$ cat src/hw/rtl/hevc_idr_access_unit_checker_core_macros.svh
// Assertion macros shared by the IDR access unit checker modules
`ifndef HEVC_IDR_ACCESS_UNIT_CHECKER_CORE_MACROS_SVH
`define HEVC_IDR_ACCESS_UNIT_CHECKER_CORE_MACROS_SVH

// Check an implication on every rising edge of clk outside reset
`define HIAC_ASSERT(label, prop, msg) \
	label: assert property (@(posedge clk) disable iff (!arst_n) (prop)) else $error(msg);

// Check that a condition never holds on a rising edge of clk outside reset
`define HIAC_NEVER(label, cond, msg) \
	label: assert property (@(posedge clk) disable iff (!arst_n) !(cond)) else $error(msg);

`endif

$ cat src/hw/rtl/hiac_pkg.sv
// Types and constants for the HEVC IDR access unit checker
package hiac_pkg;

	localparam int unsigned LEN_SIZE_W = 3;
	localparam logic [LEN_SIZE_W-1:0] LEN_SIZE_RESET = 3'd4;
	localparam logic [LEN_SIZE_W-1:0] LEN_SIZE_MAX = 3'd4;

	localparam logic [5:0] NAL_IDR_W_RADL = 6'd19;
	localparam logic [5:0] NAL_IDR_N_LP = 6'd20;

	localparam logic [1:0] ST_IDR = 2'd0;
	localparam logic [1:0] ST_NO_VCL = 2'd1;
	localparam logic [1:0] ST_NON_IDR = 2'd2;
	localparam logic [1:0] ST_BAD_LEN = 2'd3;

	typedef struct packed {
		logic [7:0] data_byte;
		logic       last_byte;
	} in_item_t;

	typedef struct packed {
		logic       is_idr;
		logic [1:0] status;
	} out_item_t;

endpackage

$ cat src/hw/rtl/hiac_nal_parser.sv
// Per-byte NAL length and type parser holding the access unit state
module hiac_nal_parser import hiac_pkg::*; (
	input  logic                  clk,
	input  logic                  arst_n,
	input  logic                  step,
	input  in_item_t              item,
	input  logic [LEN_SIZE_W-1:0] length_size,
	output out_item_t             result
);

	`include "hevc_idr_access_unit_checker_core_macros.svh"

	typedef enum logic [1:0] {
		PH_PREFIX,
		PH_FIRST,
		PH_BODY,
		PH_FAILED
	} phase_t;

	phase_t      phase_q, phase_n;
	logic [23:0] acc_q, acc_n;
	logic [1:0]  pcnt_q, pcnt_n;
	logic [31:0] left_q, left_n;
	logic        idr_q, idr_n;
	logic [1:0]  fail_q, fail_n;

	logic [2:0]  nbytes;
	logic [31:0] len_full;
	logic [31:0] left_dec;
	logic [5:0]  nal_type;

	always_comb begin
		if (length_size == '0) begin
			nbytes = 3'd1;
		end else if (length_size > LEN_SIZE_MAX) begin
			nbytes = LEN_SIZE_MAX;
		end else begin
			nbytes = length_size;
		end
	end

	assign len_full = {acc_q, item.data_byte};
	assign left_dec = left_q - 32'd1;
	assign nal_type = item.data_byte[6:1];

	always_comb begin
		phase_n = phase_q;
		acc_n   = acc_q;
		pcnt_n  = pcnt_q;
		left_n  = left_q;
		idr_n   = idr_q;
		fail_n  = fail_q;
		case (phase_q)
			PH_PREFIX: begin
				if ({1'b0, pcnt_q} + 3'd1 >= nbytes) begin
					if (len_full < 32'd2) begin
						fail_n  = ST_BAD_LEN;
						phase_n = PH_FAILED;
					end else begin
						left_n  = len_full;
						phase_n = PH_FIRST;
					end
					acc_n  = '0;
					pcnt_n = '0;
				end else begin
					acc_n  = len_full[23:0];
					pcnt_n = pcnt_q + 2'd1;
				end
			end
			PH_FIRST: begin
				if (!nal_type[5]) begin
					if (nal_type == NAL_IDR_W_RADL || nal_type == NAL_IDR_N_LP) begin
						idr_n = 1'b1;
					end else begin
						fail_n = ST_NON_IDR;
					end
				end
				left_n = left_dec;
				if (left_dec == '0) begin
					phase_n = (fail_n != '0) ? PH_FAILED : PH_PREFIX;
				end else begin
					phase_n = PH_BODY;
				end
			end
			PH_BODY: begin
				left_n = left_dec;
				if (left_dec == '0) begin
					phase_n = (fail_q != '0) ? PH_FAILED : PH_PREFIX;
				end
			end
			default: begin
			end
		endcase
	end

	always_comb begin
		if (phase_n == PH_FAILED) begin
			result.status = fail_n;
		end else if (phase_n != PH_PREFIX || pcnt_n != '0) begin
			result.status = ST_BAD_LEN;
		end else begin
			result.status = idr_n ? ST_IDR : ST_NO_VCL;
		end
		result.is_idr = (result.status == ST_IDR);
	end

	always_ff @(posedge clk or negedge arst_n) begin
		if (!arst_n) begin
			phase_q <= PH_PREFIX;
			acc_q   <= '0;
			pcnt_q  <= '0;
			left_q  <= '0;
			idr_q   <= 1'b0;
			fail_q  <= '0;
		end else if (step) begin
			if (item.last_byte) begin
				phase_q <= PH_PREFIX;
				acc_q   <= '0;
				pcnt_q  <= '0;
				left_q  <= '0;
				idr_q   <= 1'b0;
				fail_q  <= '0;
			end else begin
				phase_q <= phase_n;
				acc_q   <= acc_n;
				pcnt_q  <= pcnt_n;
				left_q  <= left_n;
				idr_q   <= idr_n;
				fail_q  <= fail_n;
			end
		end
	end

	`HIAC_ASSERT(a_failed_has_code, (phase_q == PH_FAILED) |-> (fail_q != '0), "failed without code")
	`HIAC_ASSERT(a_body_has_left, (phase_q == PH_BODY || phase_q == PH_FIRST) |-> (left_q != '0), "payload count empty")
	`HIAC_ASSERT(a_prefix_in_range, (phase_q == PH_PREFIX) |-> ({1'b0, pcnt_q} < nbytes), "prefix count overrun")

endmodule

$ cat src/hw/rtl/hevc_idr_access_unit_checker_core.sv
// Top level of the HEVC IDR access unit checker
//
// Usage:
//   in_valid/in_ready/in_item carry one byte of a length-prefixed HEVC access
//   unit per item; in_item.last_byte marks the final byte of the unit.
//   out_valid/out_ready/out_item give one result per unit: is_idr and a
//   2-bit status (idr, no VCL NAL, non-IDR VCL NAL, bad or truncated length).
//   cfg_wr_en/cfg_wr_data set the NAL length prefix size (1 to 4 bytes,
//   0 acts as 1, above 4 acts as 4); write it only while the block is idle.
// Timing:
//   A byte is registered on acceptance and parsed in the following cycle,
//   unless it is a last byte held by a stall; parsing a last byte registers
//   its result. One byte per cycle is sustained unless a last byte stalls.
// Reset:
//   arst_n clears the parser state, drops out_valid and sets the prefix
//   size to 4. After every last byte the parser returns to its reset state.
// Stall:
//   While a result waits on out_ready, a further last byte waits in the
//   input register and in_ready falls; other bytes keep flowing.
module hevc_idr_access_unit_checker_core import hiac_pkg::*; (
	input  logic                  clk,
	input  logic                  arst_n,
	input  logic                  in_valid,
	output logic                  in_ready,
	input  in_item_t              in_item,
	output logic                  out_valid,
	input  logic                  out_ready,
	output out_item_t             out_item,
	input  logic                  cfg_wr_en,
	input  logic [LEN_SIZE_W-1:0] cfg_wr_data
);

	`include "hevc_idr_access_unit_checker_core_macros.svh"

	logic [LEN_SIZE_W-1:0] len_size_q;
	logic                  valid_s1;
	in_item_t              item_s1;
	logic                  out_free;
	logic                  fire_s1;
	out_item_t             result;
	out_item_t             out_item_q;
	logic                  out_valid_q;

	assign out_free = !out_valid_q || out_ready;
	assign fire_s1  = valid_s1 && (!item_s1.last_byte || out_free);
	assign in_ready = !valid_s1 || fire_s1;

	always_ff @(posedge clk or negedge arst_n) begin
		if (!arst_n) begin
			len_size_q <= LEN_SIZE_RESET;
		end else if (cfg_wr_en) begin
			len_size_q <= cfg_wr_data;
		end
	end

	always_ff @(posedge clk or negedge arst_n) begin
		if (!arst_n) begin
			valid_s1 <= 1'b0;
		end else if (in_ready) begin
			valid_s1 <= in_valid;
		end
	end

	always_ff @(posedge clk) begin
		if (in_ready && in_valid) begin
			item_s1 <= in_item;
		end
	end

	hiac_nal_parser u_parser (
		.clk         (clk),
		.arst_n      (arst_n),
		.step        (fire_s1),
		.item        (item_s1),
		.length_size (len_size_q),
		.result      (result)
	);

	always_ff @(posedge clk or negedge arst_n) begin
		if (!arst_n) begin
			out_valid_q <= 1'b0;
		end else if (out_free) begin
			out_valid_q <= fire_s1 && item_s1.last_byte;
		end
	end

	always_ff @(posedge clk) begin
		if (out_free && fire_s1 && item_s1.last_byte) begin
			out_item_q <= result;
		end
	end

	assign out_valid = out_valid_q;
	assign out_item  = out_item_q;

	`HIAC_ASSERT(a_result_from_last, $rose(out_valid_q) |-> $past(valid_s1 && item_s1.last_byte), "result without last byte")
	`HIAC_ASSERT(a_s1_holds, (valid_s1 && !fire_s1) |=> (valid_s1 && $stable(item_s1)), "input register lost item")
	`HIAC_NEVER(a_no_overrun, valid_s1 && item_s1.last_byte && out_valid_q && !out_ready && in_ready, "last byte overruns result")
	`HIAC_ASSERT(a_idr_matches, out_valid_q |-> (out_item_q.is_idr == (out_item_q.status == ST_IDR)), "is_idr and status disagree")

endmodule
$ cat config.mk
export PLATFORM = sky130hd
export DESIGN_NAME = hevc_idr_access_unit_checker_core
export DESIGN_NICKNAME = d
export VERILOG_FILES = /design/src/hw/rtl/hiac_pkg.sv /design/src/hw/rtl/hiac_nal_parser.sv /design/src/hw/rtl/hevc_idr_access_unit_checker_core.sv
export VERILOG_INCLUDE_DIRS = /design/src /design/src/hw/rtl
export SDC_FILE = /design/constraint.sdc
export NUM_CORES = 1
export LEC_CHECK = 0
export BUFFER_PORTS_ARGS = -buffer_cell sky130_fd_sc_hd__buf_2
export CORE_ASPECT_RATIO = 0.7
export CORE_MARGIN = 2
export CORE_UTILIZATION = 42
export CTS_BUF_LIST = sky130_fd_sc_hd__clkbuf_4 sky130_fd_sc_hd__clkbuf_8
export DETAILED_ROUTE_END_ITERATION = 8
export SKIP_LAST_GASP = 1
export SLEW_MARGIN = 15
export SYNTH_ARGS = -nofsm -noshare
export SYNTH_HDL_FRONTEND = slang
export SYNTH_SLANG_ARGS = --single-unit
$ cat constraint.sdc
create_clock -name clk -period 7.7 [get_ports clk]
set_input_delay 0.77 -clock clk [delete_from_list [all_inputs] [get_ports clk]]
set_output_delay 0.77 -clock clk [all_outputs]
set_load 0.005 [all_outputs]
==> results by stage <==
Global routing:
- The wire length of the first global-routing pass is 20.96 mm.
- The global-route usage over all layers is 21.93%.
- Global routing finished with a remaining overflow of 0.
- Entering global routing, the biggest net connects 69 pins.
- The number of antenna violations at the first check in global routing is 1.
- The via count of the first global-routing pass is 3850.

Routing:
- The average vias per placed instance is 6.180.
- The violation count after the first detailed-route iteration is 427.
- The detail-routed net length per standard cell is 19.06 um.
- The count of TritonRoute iterations in the first routing pass is 5.
- The final wirelength is 12.79 mm.
- Once detail routing completed, the nets flagged for antenna violations numbered 0.
- Summing over every cut layer, the via total after detailed routing is 4147.
- The DRC violation count after routing is 0.

Job:
- The count of maximum capacitance violations is 0.

STA:
- The summed negative setup slack over all endpoints is 0 ns.
- The actual slew at the worst max-slew pin is 1.003 ns.
- The maximum clock frequency is 281.9 MHz.
- The worst pin sits at a relative slew slack of 33.14%.
- Setup repair after global routing left no endpoint under its margin.
- The post-route minimum period is 3.547 ns.
- The max-slew violation total from the final report is 0.
- The count of endpoints failing hold in the final timing report is 0.
- Setup violations remaining at the end of the flow were counted as 0.
- The final critical-path share of the clock period is 46.07%.
- The clock tree skew after final layout is 0.01193 ns.

Clock network:
- The count of cells resized by post-cts repair is 0.
- The number of hold buffers added after CTS was 0.
- The clock-pin transition on the worst setup and hold timing paths is 0.09 ns.
- The clock net in this run drives a total of 80 sinks.
- No sink is reached through more buffers than the 2 on the longest clock path.
- The number of H-tree levels is 3.
- TritonCTS created 9 clock buffers.
- The later-pin clock latency in the skew report is 0.38 ns.
- The clock root buffer master is clkbuf_8.
- Buffers added to address setup during post-CTS repair amount to 0.
- The CTS tree is yes.

Floorplanning:
- The area of the core region is 11050 sq um.
- In this run the core area contains 32 standard-cell rows.
- The die covers 12250 sq um.
- The vertical die dimension is 93.21 um.
- The starting density of the core is 43.21%.
- The die is 131.4 um wide.
- The count of boundary I/O pins is 22.

Finish:
- From synthesis to final layout, the design area changed by 9.460%.
- The number of antenna diodes in the final layout is 0.
- The final standard cell area without fillers is 5226 sq um.
- Cells fill 47.29% of the core in the end.
- The post-route netlist has 15.06% of its cells at a drive strength greater than 1.
- The filler cells instantiated in the layout total 1059.
- At the end of the flow, the number of nets in the layout was 540.

Synth:
- The sequential element share of the synthesized area is 43.21%.
- The synthesized netlist cell count is 508.
- The average instance in the mapped netlist occupies 9.399 sq um.
- The async set or reset register ratio after synthesis is 85.00%.
- Synthesis instantiated 66 different standard cells from the library.
- After synthesis the netlist holds a flip-flop and latch count of 80.
- The number of warnings printed during yosys synthesis is 0.
- The most used flip-flop cell after synthesis is dfrtp_1.
- Synthesis produced a netlist with a net count of 535.
- The cell area that synthesis handed to floorplanning was 4775 sq um.
- The number of enable flip-flop cells after synthesis is 12.

Critical path:
- Tracing the worst setup path back leads to its startpoint at u_parser.left_q[1].
- The kind of start point of the critical path is a flop.
- Data arrives at the worst endpoint at 3.67 ns.
- The worst register-to-register path begins at u_parser.left_q[1].
- The worst setup path is captured at a flop.
- The highest net fanout along the worst path is 8.
- The critical setup path kind is reg -> reg.
- The required time at the worst-slack endpoint is 7.83 ns.

Power:
- VDD sags by at most 0.0002052 V.
- The static leakage power is 2.122 nW.
- Power spread over the standard cell area amounts to 421.6 nW/um^2.
- The power after layout is 2.203 mW.

Placed design:
- Port buffering added 21 buffers.
- The cell area after placement is 4975 sq um.
- The routability congestion estimate is 0.9021.
- The post-DP HPWL is 8.710 mm.

Hold path:
- The type of the worst min-delay path is reg -> reg.
- The startpoint identified for the worst hold timing path is u_parser.idr_q.

Outcome:
- The flow ran to the end, and the final reports show no timing, DRC or antenna violations.
## cells in the mapped netlist, types with 4 or more instances
master	n	area, sq um
nand2_1	26	97.59
a22o_1	26	227.7
nor4_1	13	81.33
or2_2	6	37.54
mux2_2	5	56.30
nor4_4	5	106.4
nand4_1	6	37.54
o21ai_0	67	335.3
and3_1	10	62.56
edfxtp_1	12	360.4
a31oi_1	9	56.30
a22oi_1	9	67.56
nor2_1	43	161.4
buf_2	5	25.02
inv_1	18	67.56
nand3b_1	4	30.03
o21ai_1	6	30.03
mux2i_1	5	50.05
nand3_1	9	45.04
clkbuf_1	24	90.09
or4_1	5	37.54
nand2b_1	6	37.54
a21oi_1	31	155.2
nor3_1	19	95.09
o31ai_1	5	37.54
ha_1	10	125.1
dfrtp_1	67	1677
## cells in the final DEF (no fill, tap or decap), types with 12 or more instances in the layout
master,instances
nor2_1,43
nand2_1,26
dfrtp_1,67
buf_2,21
a21oi_1,31
o21ai_0,67
a22o_1,26
inv_1,18
nor3_1,19
nor4_1,13
edfxtp_1,12
## logic make-up (layout without fill, tap and decap cells)
kind of cell             count (synthesis)  in the layout  share of synthesized area, %
AO/OA/AOI/OAI                          177            177                         24.37
XOR/XNOR                                 1              1                        0.1835
adder cells (fa/ha/maj)                 10             10                         2.621
buffers and inverters                   50             60                         4.219
flip-flops                              80             80                         43.21
multiplexers                            10             10                         2.227
AND/OR/NAND/NOR                        180            180                         23.17
## worst paths after layout
| check | to | slack, ns | cells after the start |
|---|---|---|---|
| setup / recovery | out_item[1] | 4.15 | 10 |
| min in group asynchronous | u_parser.left_q[8] | 0.60 | 2 |
| hold / removal | u_parser.idr_q | 0.51 | 2 |
| setup reg to reg | out_item[1] | 4.15 | 10 |
| max in group asynchronous | u_parser.acc_q[17] | 6.51 | 2 |
| hold reg to reg | u_parser.idr_q | 0.51 | 2 |
## sequential cells by signal, summed over array words and instances, names as in the netlist
name	count
u_parser.fail_q	2
out_valid	1
valid_s1	1
u_parser.phase_q	2
u_parser.left_q	32
len_size_q	3
u_parser.idr_q	1
out_item	3
u_parser.acc_q	24
item_s1	9
u_parser.pcnt_q	2
## through the flow
stage	cells	hold WS, ns	worst slack, ns
after floorplan	508	0.4633	4.652
after global placement	655	0.4853	4.338
after detailed placement	655	0.4912	4.252
after CTS	671	0.5121	4.213
after global routing	671	0.5526	3.870
final	671	0.5118	4.153
## per-layer routing
layer / wire length (um) / part of all wire, % / track usage (%) / vias up
met5: 13 / 0.10 / 0 / -
met4: 126 / 0.99 / 5.344 / 2
met3: 821 / 6.4 / 4.661 / 15
met2: 5381 / 42 / 31.63 / 152
met1: 6443 / 50 / 33.36 / 2052
li1: - / - / - / 1926
## layout make-up
cell class | count | area (sq um) | area share [%]
multi-input combinational | 378 | 2514 | 48.10
clock buffer | 9 | 123.9 | 2.370
tap | 153 | 191.4 | 3.663
inverter | 19 | 71.32 | 1.365
sequential | 80 | 2063 | 39.48
clock inverter | 7 | 127.6 | 2.442
timing repair buffer | 25 | 135.1 | 2.586
## power by group
part / switching (mW) / total (mW) / internal, mW
clock: 0.179 / 0.399 / 0.220
sequential: 0.178 / 0.706 / 0.528
combinational: 0.677 / 1.10 / 0.421
total: 1.03 / 2.20 / 1.17
## critical path: stages, from the launching register on
cell	delay, ns
dfrtp_1	0.49
inv_1	0.13
ha_1	0.26
nor3b_4	0.39
nor4b_1	0.31
o21ai_0	0.24
a2111oi_4	0.49
nand4_1	0.13
a21oi_1	0.21
a2bb2oi_2	0.28
mux2_2	0.38
No activity file was read; power rests on OpenSTA's default activity.
